==> config.mk <==
export PLATFORM = sky130hd
export DESIGN_NAME = one_wire_bus_master
export DESIGN_NICKNAME = d
export VERILOG_FILES = /design/src/owbm_pkg.sv /design/src/owbm_core.sv /design/src/owbm_out_reg.sv /design/src/one_wire_bus_master.sv
export VERILOG_INCLUDE_DIRS = /design/src /design/src/src
export SDC_FILE = /design/constraint.sdc
export NUM_CORES = 1
export LEC_CHECK = 0
export BUFFER_PORTS_ARGS = -buffer_cell sky130_fd_sc_hd__buf_4
export CAP_MARGIN = 15
export CELL_PAD_IN_SITES_DETAIL_PLACEMENT = 1
export CELL_PAD_IN_SITES_GLOBAL_PLACEMENT = 1
export CORE_UTILIZATION = 25
export CTS_BUF_LIST = sky130_fd_sc_hd__clkbuf_8
export DETAILED_ROUTE_END_ITERATION = 6
export GPL_ROUTABILITY_DRIVEN = 0
export MAX_ROUTING_LAYER = met4
export PLACE_DENSITY_LB_ADDON = 0.1
export SYNTH_ARGS = -nofsm -noshare
export SYNTH_HDL_FRONTEND = slang
export SYNTH_SLANG_ARGS = --single-unit
==> constraint.sdc <==
create_clock -name clk -period 10.8 [get_ports clk]
set_clock_uncertainty 0.15 [all_clocks]
set_input_delay 1.08 -clock clk [delete_from_list [all_inputs] [get_ports clk]]
set_output_delay 1.08 -clock clk [all_outputs]
set_load 0.02 [all_outputs]
==> src/assert_macros.svh <==
// concurrent assertion helpers clocked on clk with active-low reset rst_n
`ifndef ASSERT_MACROS_SVH
`define ASSERT_MACROS_SVH

`ifndef SYNTHESIS

`define ASSERT_CLK(label, prop) \
    label: assert property (@(posedge clk) disable iff (!rst_n) (prop)) \
        else $error("assertion failed");

`define ASSERT_NEVER(label, prop) \
    label: assert property (@(posedge clk) disable iff (!rst_n) !(prop)) \
        else $error("forbidden condition seen");

`else

`define ASSERT_CLK(label, prop)

`define ASSERT_NEVER(label, prop)

`endif

`endif

==> src/owbm_pkg.sv <==
package owbm_pkg;

    localparam logic [2:0] CMD_TICK       = 3'd0;
    localparam logic [2:0] CMD_RESET      = 3'd1;
    localparam logic [2:0] CMD_WRITE_BYTE = 3'd2;
    localparam logic [2:0] CMD_READ_BYTE  = 3'd3;
    localparam logic [2:0] CMD_WRITE_BIT  = 3'd4;
    localparam logic [2:0] CMD_READ_BIT   = 3'd5;

    localparam int S_DATA_W = 16;
    localparam int M_DATA_W = 16;

    localparam logic [8:0] RST_LOW_LAST  = 9'd479;
    localparam logic [8:0] RST_WAIT_LAST = 9'd69;
    localparam logic [8:0] RST_TAIL_LAST = 9'd409;
    localparam logic [8:0] WR_ONE_LOW    = 9'd10;
    localparam logic [8:0] WR_ZERO_LOW   = 9'd65;
    localparam logic [8:0] WR_SLOT_LAST  = 9'd69;
    localparam logic [8:0] RD_LOW_TICKS  = 9'd3;
    localparam logic [8:0] RD_SAMPLE     = 9'd13;
    localparam logic [8:0] RD_SLOT_LAST  = 9'd62;

    localparam logic [1:0] PH_LOW  = 2'd0;
    localparam logic [1:0] PH_WAIT = 2'd1;
    localparam logic [1:0] PH_TAIL = 2'd2;

    typedef enum logic [5:0] {
        OP_IDLE       = 6'b000001,
        OP_RESET      = 6'b000010,
        OP_WRITE_BYTE = 6'b000100,
        OP_READ_BYTE  = 6'b001000,
        OP_WRITE_BIT  = 6'b010000,
        OP_READ_BIT   = 6'b100000
    } op_t;

    typedef struct packed {
        logic       drive_low;
        logic       busy_res;
        logic       done_res;
        logic       presence;
        logic [7:0] rx_data;
        logic       cmd_rejected;
    } res_t;

endpackage

==> src/owbm_core.sv <==
module owbm_core (
    input  logic                clk,
    input  logic                rst_n,
    input  logic                step,
    input  logic [2:0]          cmd,
    input  logic [7:0]          tx_data,
    input  logic                bus_level,
    output owbm_pkg::res_t      res
);
    import owbm_pkg::*;

    op_t        op_reg, op_next;
    logic [1:0] phase_reg, phase_next;
    logic [8:0] timer_reg, timer_next;
    logic [3:0] bits_reg, bits_next;
    logic [7:0] shift_reg, shift_next;
    logic       pres_reg, pres_next;
    logic [7:0] rdres_reg, rdres_next;

    always_comb
    begin
        logic [8:0] low_len;
        logic       finish;
        op_next    = op_reg;
        phase_next = phase_reg;
        timer_next = timer_reg;
        bits_next  = bits_reg;
        shift_next = shift_reg;
        pres_next  = pres_reg;
        rdres_next = rdres_reg;
        finish     = 1'b0;
        low_len    = WR_ZERO_LOW;
        res        = '0;

        // command decode
        if (op_reg == OP_IDLE)
        begin
            if (cmd inside {[CMD_RESET:CMD_READ_BIT]})
            begin
                phase_next = PH_LOW;
                timer_next = '0;
                case (cmd)
                    CMD_RESET:
                    begin
                        op_next    = OP_RESET;
                        shift_next = '0;
                        bits_next  = 4'd1;
                    end
                    CMD_WRITE_BYTE:
                    begin
                        op_next    = OP_WRITE_BYTE;
                        shift_next = tx_data;
                        bits_next  = 4'd8;
                    end
                    CMD_READ_BYTE:
                    begin
                        op_next    = OP_READ_BYTE;
                        shift_next = '0;
                        bits_next  = 4'd8;
                    end
                    CMD_WRITE_BIT:
                    begin
                        op_next    = OP_WRITE_BIT;
                        shift_next = {7'd0, tx_data[0]};
                        bits_next  = 4'd1;
                    end
                    default:
                    begin
                        op_next    = OP_READ_BIT;
                        shift_next = '0;
                        bits_next  = 4'd1;
                    end
                endcase
            end
        end
        else if (cmd != CMD_TICK)
        begin
            res.cmd_rejected = 1'b1;
        end

        // one tick of the active operation
        case (op_next)
            OP_RESET:
            begin
                res.busy_res = 1'b1;
                case (phase_next)
                    PH_LOW:
                    begin
                        res.drive_low = 1'b1;
                        if (timer_next >= RST_LOW_LAST)
                        begin
                            phase_next = PH_WAIT;
                            timer_next = '0;
                        end
                        else
                        begin
                            timer_next = timer_next + 9'd1;
                        end
                    end
                    PH_WAIT:
                    begin
                        if (timer_next >= RST_WAIT_LAST)
                        begin
                            phase_next = PH_TAIL;
                            timer_next = '0;
                        end
                        else
                        begin
                            timer_next = timer_next + 9'd1;
                        end
                    end
                    default:
                    begin
                        if (timer_next == 9'd0)
                        begin
                            pres_next = ~bus_level;
                        end
                        if (timer_next >= RST_TAIL_LAST)
                        begin
                            finish = 1'b1;
                        end
                        else
                        begin
                            timer_next = timer_next + 9'd1;
                        end
                    end
                endcase
            end
            OP_WRITE_BYTE, OP_WRITE_BIT:
            begin
                low_len       = shift_next[0] ? WR_ONE_LOW : WR_ZERO_LOW;
                res.busy_res  = 1'b1;
                res.drive_low = (timer_next < low_len);
                if (timer_next >= WR_SLOT_LAST)
                begin
                    shift_next = {1'b0, shift_next[7:1]};
                    bits_next  = bits_next - 4'd1;
                    timer_next = '0;
                    finish     = (bits_next == 4'd0);
                end
                else
                begin
                    timer_next = timer_next + 9'd1;
                end
            end
            OP_READ_BYTE, OP_READ_BIT:
            begin
                res.busy_res  = 1'b1;
                res.drive_low = (timer_next < RD_LOW_TICKS);
                if (timer_next == RD_SAMPLE)
                begin
                    shift_next = {bus_level, shift_next[7:1]};
                end
                if (timer_next >= RD_SLOT_LAST)
                begin
                    bits_next  = bits_next - 4'd1;
                    timer_next = '0;
                    if (bits_next == 4'd0)
                    begin
                        rdres_next = (op_next == OP_READ_BYTE) ? shift_next
                                                               : {7'd0, shift_next[7]};
                        finish     = 1'b1;
                    end
                end
                else
                begin
                    timer_next = timer_next + 9'd1;
                end
            end
            default:
            begin
                op_next = OP_IDLE;
            end
        endcase

        if (finish)
        begin
            res.done_res = 1'b1;
            op_next      = OP_IDLE;
            phase_next   = PH_LOW;
            timer_next   = '0;
            bits_next    = '0;
        end

        res.presence = pres_next;
        res.rx_data  = rdres_next;
    end

    always_ff @(posedge clk or negedge rst_n)
    begin
        if (!rst_n)
        begin
            op_reg    <= OP_IDLE;
            phase_reg <= PH_LOW;
            timer_reg <= '0;
            bits_reg  <= '0;
            shift_reg <= '0;
            pres_reg  <= 1'b0;
            rdres_reg <= '0;
        end
        else if (step)
        begin
            op_reg    <= op_next;
            phase_reg <= phase_next;
            timer_reg <= timer_next;
            bits_reg  <= bits_next;
            shift_reg <= shift_next;
            pres_reg  <= pres_next;
            rdres_reg <= rdres_next;
        end
    end

endmodule

==> src/owbm_out_reg.sv <==
module owbm_out_reg (
    input  logic                clk,
    input  logic                rst_n,
    input  logic                in_valid,
    output logic                in_ready,
    input  owbm_pkg::res_t      in_res,
    output logic                out_valid,
    input  logic                out_ready,
    output owbm_pkg::res_t      out_res
);
    import owbm_pkg::*;

    logic valid_reg;
    res_t res_reg;

    assign in_ready  = !valid_reg || out_ready;
    assign out_valid = valid_reg;
    assign out_res   = res_reg;

    always_ff @(posedge clk or negedge rst_n)
    begin
        if (!rst_n)
        begin
            valid_reg <= 1'b0;
        end
        else if (in_ready)
        begin
            valid_reg <= in_valid;
        end
    end

    always_ff @(posedge clk)
    begin
        if (in_valid && in_ready)
        begin
            res_reg <= in_res;
        end
    end

endmodule

==> src/one_wire_bus_master.sv <==
// 1-wire bus master, one input word per one-microsecond tick
// slave side s_*: each word is one tick and may carry a command
//   (tick only, reset with presence detect, write byte, read byte,
//   write bit, read bit); commands are taken only while idle
// master side m_*: exactly one result word per input word, with the line
//   drive, busy, done, presence, last read data and a rejected flag
// latency: the result of a word is valid the cycle after it is accepted
// throughput: one word per cycle; the state update and result are one
//   registered pass through the slot sequencer, and the output register
//   lets the next word in during the cycle the held result is taken
// when the receiver stalls, the held result keeps s_tready low and the
//   sequencer does not advance, so no tick is lost or repeated
// reset: sequencer idle, presence and read data zero, output empty;
//   operations last 960 ticks (reset), 70 per written bit, 63 per read bit
module one_wire_bus_master (
    input  logic                          clk,
    input  logic                          rst_n,
    input  logic                          s_tvalid,
    output logic                          s_tready,
    // cmd[2:0], tx_data[10:3], bus_level[11], zero fill
    input  logic [owbm_pkg::S_DATA_W-1:0] s_tdata,
    output logic                          m_tvalid,
    input  logic                          m_tready,
    // drive_low[0], busy_res[1], done_res[2], presence[3], rx_data[11:4],
    // cmd_rejected[12], zero fill
    output logic [owbm_pkg::M_DATA_W-1:0] m_tdata
);
    import owbm_pkg::*;

`include "assert_macros.svh"

    logic step;
    res_t core_res;
    res_t out_res;

    assign step = s_tvalid && s_tready;

    owbm_core u_core (
        .clk       (clk),
        .rst_n     (rst_n),
        .step      (step),
        .cmd       (s_tdata[2:0]),
        .tx_data   (s_tdata[10:3]),
        .bus_level (s_tdata[11]),
        .res       (core_res)
    );

    owbm_out_reg u_out (
        .clk       (clk),
        .rst_n     (rst_n),
        .in_valid  (s_tvalid),
        .in_ready  (s_tready),
        .in_res    (core_res),
        .out_valid (m_tvalid),
        .out_ready (m_tready),
        .out_res   (out_res)
    );

    assign m_tdata = {3'd0, out_res.cmd_rejected, out_res.rx_data, out_res.presence,
                      out_res.done_res, out_res.busy_res, out_res.drive_low};

    `ASSERT_CLK(a_accept_gives_result, step |=> m_tvalid)
    `ASSERT_NEVER(a_done_without_busy, m_tvalid && out_res.done_res && !out_res.busy_res)
    `ASSERT_NEVER(a_drive_while_idle, m_tvalid && out_res.drive_low && !out_res.busy_res)
    `ASSERT_NEVER(a_reject_while_idle, m_tvalid && out_res.cmd_rejected && !out_res.busy_res)

endmodule
==> results list <==
- Switching share of power: 0.496
* Placement row count: 43
* Placed cells: 597
- The tree is rooted in a sky130_fd_sc_hd__clkbuf_8.
- Proportion of layout cells with a drive suffix above 1: 0.148
- Dividing the final minimum period by the clock period gives 0.452.
* Synthesized area divided by synthesized cell count: a little under 9 sq um
- For this design the static power due to leakage is between 1.5 and 2 nW.
- In this run the horizontal extent of the chip is between 100 and 150 um.
- Compared with the post-synthesis result, the final layout area differs by 13.3%.
* Top achievable clock speed: approximately 0.20 GHz
- Excluding fillers, the count of instances in the completed layout stands at slightly above 600.
- The number of different library cells used by synthesis comes to 72.
- Post-CTS repair timing setup buffer count: 0
- The setup path with the least slack is of type input port to flop.
- Pwr/cell area: slightly above 300 nW/um^2
- The worst pin sits at a relative slew slack of 0.396.
- The flow ran to the end, and the final reports show no timing, DRC or antenna violations.
* Share of the yosys chip area belonging to registers: 0.379
- Setup repair after global routing left no endpoint under its margin.
- Clock-pin slew on the worst setup and hold paths: approximately 100 ps
- CP arrival: between 4000 and 5000 ps
- Among the stages of the critical path, the cell type that occurs most often is sky130_fd_sc_hd__nand2_1.
- Maximum vdd drop: between 100 and 150 uV
- The clock net in this run drives a total of 52 sinks.
- Critical path fanouts, max: 12
- Final wirelength: 11500 um
* Hold path start: u_core.shift_reg[7]
- Slowest library cell on the worst path: sky130_fd_sc_hd__a21boi_0
- In the final timing run, aggregate negative setup slack is 0 ps.
* Part of the total power dissipated in sequential elements: 0.256
- Number of top-level pins: 38
* Maximum single-stage delay on the critical path: around 740 ps
* Crit path from: s_tdata[2]
* Grt ovf: 0
- STA classifies the critical path endpoint as a flop.
- Setup violations remaining at the end of the flow were counted as 0.
- The synthesized netlist occupies a cell area of approximately 3600 sq um.
- Post-route DRC violation count: 0
- Number of CTS-inserted buffers: 5
* Count of yosys warnings during synthesis: 0
- Clk Latency, worst-skew pair: approximately 330 ps
* Share of Yosys cell area claimed by the top area cell type: 0.264
- In the synthesized netlist the async set-or-reset flop fraction comes to 0.750.
- Height of the chip: approximately 120 um
- GRT Overall Usage: 0.174
- Core ar.: ~14000 sq um
- In this run the remaining antenna-violating nets after routing total 0.
- Die Footprint: 14900 sq um
- First-pass GRT wire length: roughly 19000 um
- Sorting the synthesized cells by area gives the leading types as sky130_fd_sc_hd__dfrtp_1 (26%), sky130_fd_sc_hd__edfxtp_1 (11%), sky130_fd_sc_hd__nor2_1 (6.0%).
- NumNets Final: between 400 and 500
- The setup check on the worst reg-to-reg path leaves a slack of roughly 6300 ps.
* Library cell with the largest summed area after synthesis: sky130_fd_sc_hd__dfrtp_1
* Number of vias in the routed layout: between 3000 and 4000
- Max-cap violations in this run came to 0.
* Maximum number of pins on one net before global-route repair: between 40 and 50
- Number of buffers on the longest clock path: 2
- After detailed routing, the average wire length per cell comes to about 19 um.
- Sorting the synthesized cells by how often they occur yields sky130_fd_sc_hd__nor2_1 (58), sky130_fd_sc_hd__nand2_1 (49), sky130_fd_sc_hd__dfrtp_1 (38).
* Initial standard-cell utilization of the core: 0.258
- The startpoint identified for the worst register-to-register timing path is u_core.op_reg[0].
- The tightest min-delay check is of the flop to flop type.
* Final Hold Viols: 0
- Number of diodes added for antenna fixing: 0
- The filler cells instantiated in the layout total approximately 1600.
- Using the TritonRoute via totals, the vias-per-cell ratio works out to around 5.3.
- STA classifies the critical path startpoint as an input port.
- Once the clock tree was built, the resizer swapped 0 gates to a different size.
- For the worst setup path, the data required time is ~11000 ps.
- Top-count cell post-synth: sky130_fd_sc_hd__nor2_1
- In this run, synthesis inferred 13 flip-flops with an integrated enable.
* Number of global-route vias before repair: between 3000 and 4000
- Part of the power in combinational logic: 0.611
- The H-tree generated during clock tree synthesis spans 2 levels.
- HPWL after detailed placement: between 8000 and 9000 um
- The routed design could run at a clock period as short as between 4000 and 5000 ps.
- After synthesis the netlist holds a flip-flop and latch count of 52.
- The critical path goes through buf_4 > nor3_2 > nand4b_1 > nand2_1 > inv_1 > ha_1 > nor3_1 > o211ai_1 > nand2_1 > a21boi_0 > a211oi_1 > a21o_1 > a22o_1.
- Clock Power Share: 0.133
- Net switching power of the design: 0.618 mW
- Utilization after layout: 0.292
* Dominant synthesized flop cell: sky130_fd_sc_hd__dfrtp_1
- At the pin with the least slew margin, the transition time is between 800 and 900 ps.
- TritonCTS built the clock tree.
- The detailed router finished its first iteration with 145 violations.
* Initial antenna violation count: 0
- The pre-antenna-repair detailed-routing pass consisted of 4 iterations.
- Number of flip-flops in the largest register: 13
- Synthesis produced a netlist whose cell count is 411.
* Final Max Tran Viols: 0
- Port Buf Inserts: 30
- Internal power of the cells: between 0.6 and 0.7 mW
- Hold repair after CTS inserted 0 buffers.
## cell families after synthesis
kind of cell | share of synthesized area
AOI/OAI and AO/OA | 0.262
xor gates and xnor gates | 0.00971
adders and majority gates | 0.0243
buffers and inverters | 0.0465
DFF | 0.379
muxes | 0.0284
other | 0.00104
and+or+nand+nor | 0.249
## critical path: cells and delay by family
| family | cells | cell delay (ps) |
|---|---|---|
| AND/OR/NAND/NOR | 5 | 1420 |
| buffers and inverters | 2 | 340 |
| AO/OA/AOI/OAI | 5 | 1900 |
| adder cells (fa/ha/maj) | 1 | 200 |
## cells in the final DEF, fill, tap and decap left out, drive strengths merged, types with 3 or more instances in the layout
cell type | netlist | final
a211oi | 3 | 3
a21o | 3 | 3
a21oi | 17 | 17
a221oi | 7 | 7
a22o | 16 | 16
a32o | 4 | 4
a41oi | 3 | 3
and2 | 5 | 5
buf | 11 | 32
clkbuf | 17 | 6
conb | 1 | 3
dfrtp | 38 | 38
edfxtp | 13 | 13
ha | 7 | 7
inv | 10 | 10
mux2i | 8 | 8
nand2 | 50 | 50
nand2b | 5 | 5
nand3 | 9 | 9
nand4 | 6 | 6
nand4b | 3 | 3
nor2 | 58 | 58
nor2b | 3 | 3
nor3 | 18 | 18
nor3b | 3 | 3
o2111ai | 4 | 4
o21a | 4 | 4
o21ai | 27 | 27
o22ai | 3 | 3
o31ai | 10 | 10
o41ai | 3 | 3
or2 | 3 | 3
or3 | 4 | 4
## area by class of cell
type                            instances  area, sq um  share of cell area
Timing Repair Buffer                   33          248              0.0606
Multi-Input combinational cell        323         2080               0.509
Sequential cell                        52         1370               0.335
Clock inverter                          2         60.1              0.0147
Clock buffer                            5         68.8              0.0168
Tap cell                              180          225              0.0551
Inverter                               10         37.5             0.00918
## power groups by stage
| stage | Sequential (mW) | Clock, mW | Combinational, mW |
|---|---|---|---|
| 6_report | 0.320 | 0.165 | 0.761 |
| 5_1_grt | 0.330 | 0.177 | 0.849 |
| 4_1_cts | 0.320 | 0.173 | 0.770 |
| 3_5_place_dp | 0.324 | 0 | 0.768 |
| 3_3_place_gp | 0.324 | 0 | 0.767 |
| 2_1_floorplan | 0.301 | 0 | 0.591 |
## per-stage QoR
| step | cell area (sq um) | setup slack [ps] | hold slack (ps) | power (mW) |
|---|---|---|---|---|
| global placement | 3950 | 5470 | 315 | 1.09 |
| finish | 4090 | 5910 | 345 | 1.25 |
| CTS | 4080 | 5910 | 346 | 1.26 |
| global route | 4090 | 5510 | 399 | 1.36 |
| floorplan | 3620 | 6510 | 300 | 0.893 |
| detailed placement | 3950 | 5560 | 321 | 1.09 |
## layer usage
metal,share of wire,vias up,global-route usage
met5,0,-,-
met1,0.49,1589,0.234
met2,0.47,45,0.273
met4,0.0084,0,0.0343
met3,0.027,6,0.0281
li1,-,1550,-
## path summary, 6_finish.rpt
kind | to | cells after the start
setup / recovery | u_core.timer_reg[8] | 13
hold / removal | u_core.shift_reg[7] | 2
setup reg to reg | u_core.op_reg[1] | 11
hold reg to reg | u_core.shift_reg[7] | 2
max in group asynchronous | u_core.timer_reg[6] | 1
min in group asynchronous | u_core.rdres_reg[4] | 1
(Power assumes the default switching activity.)
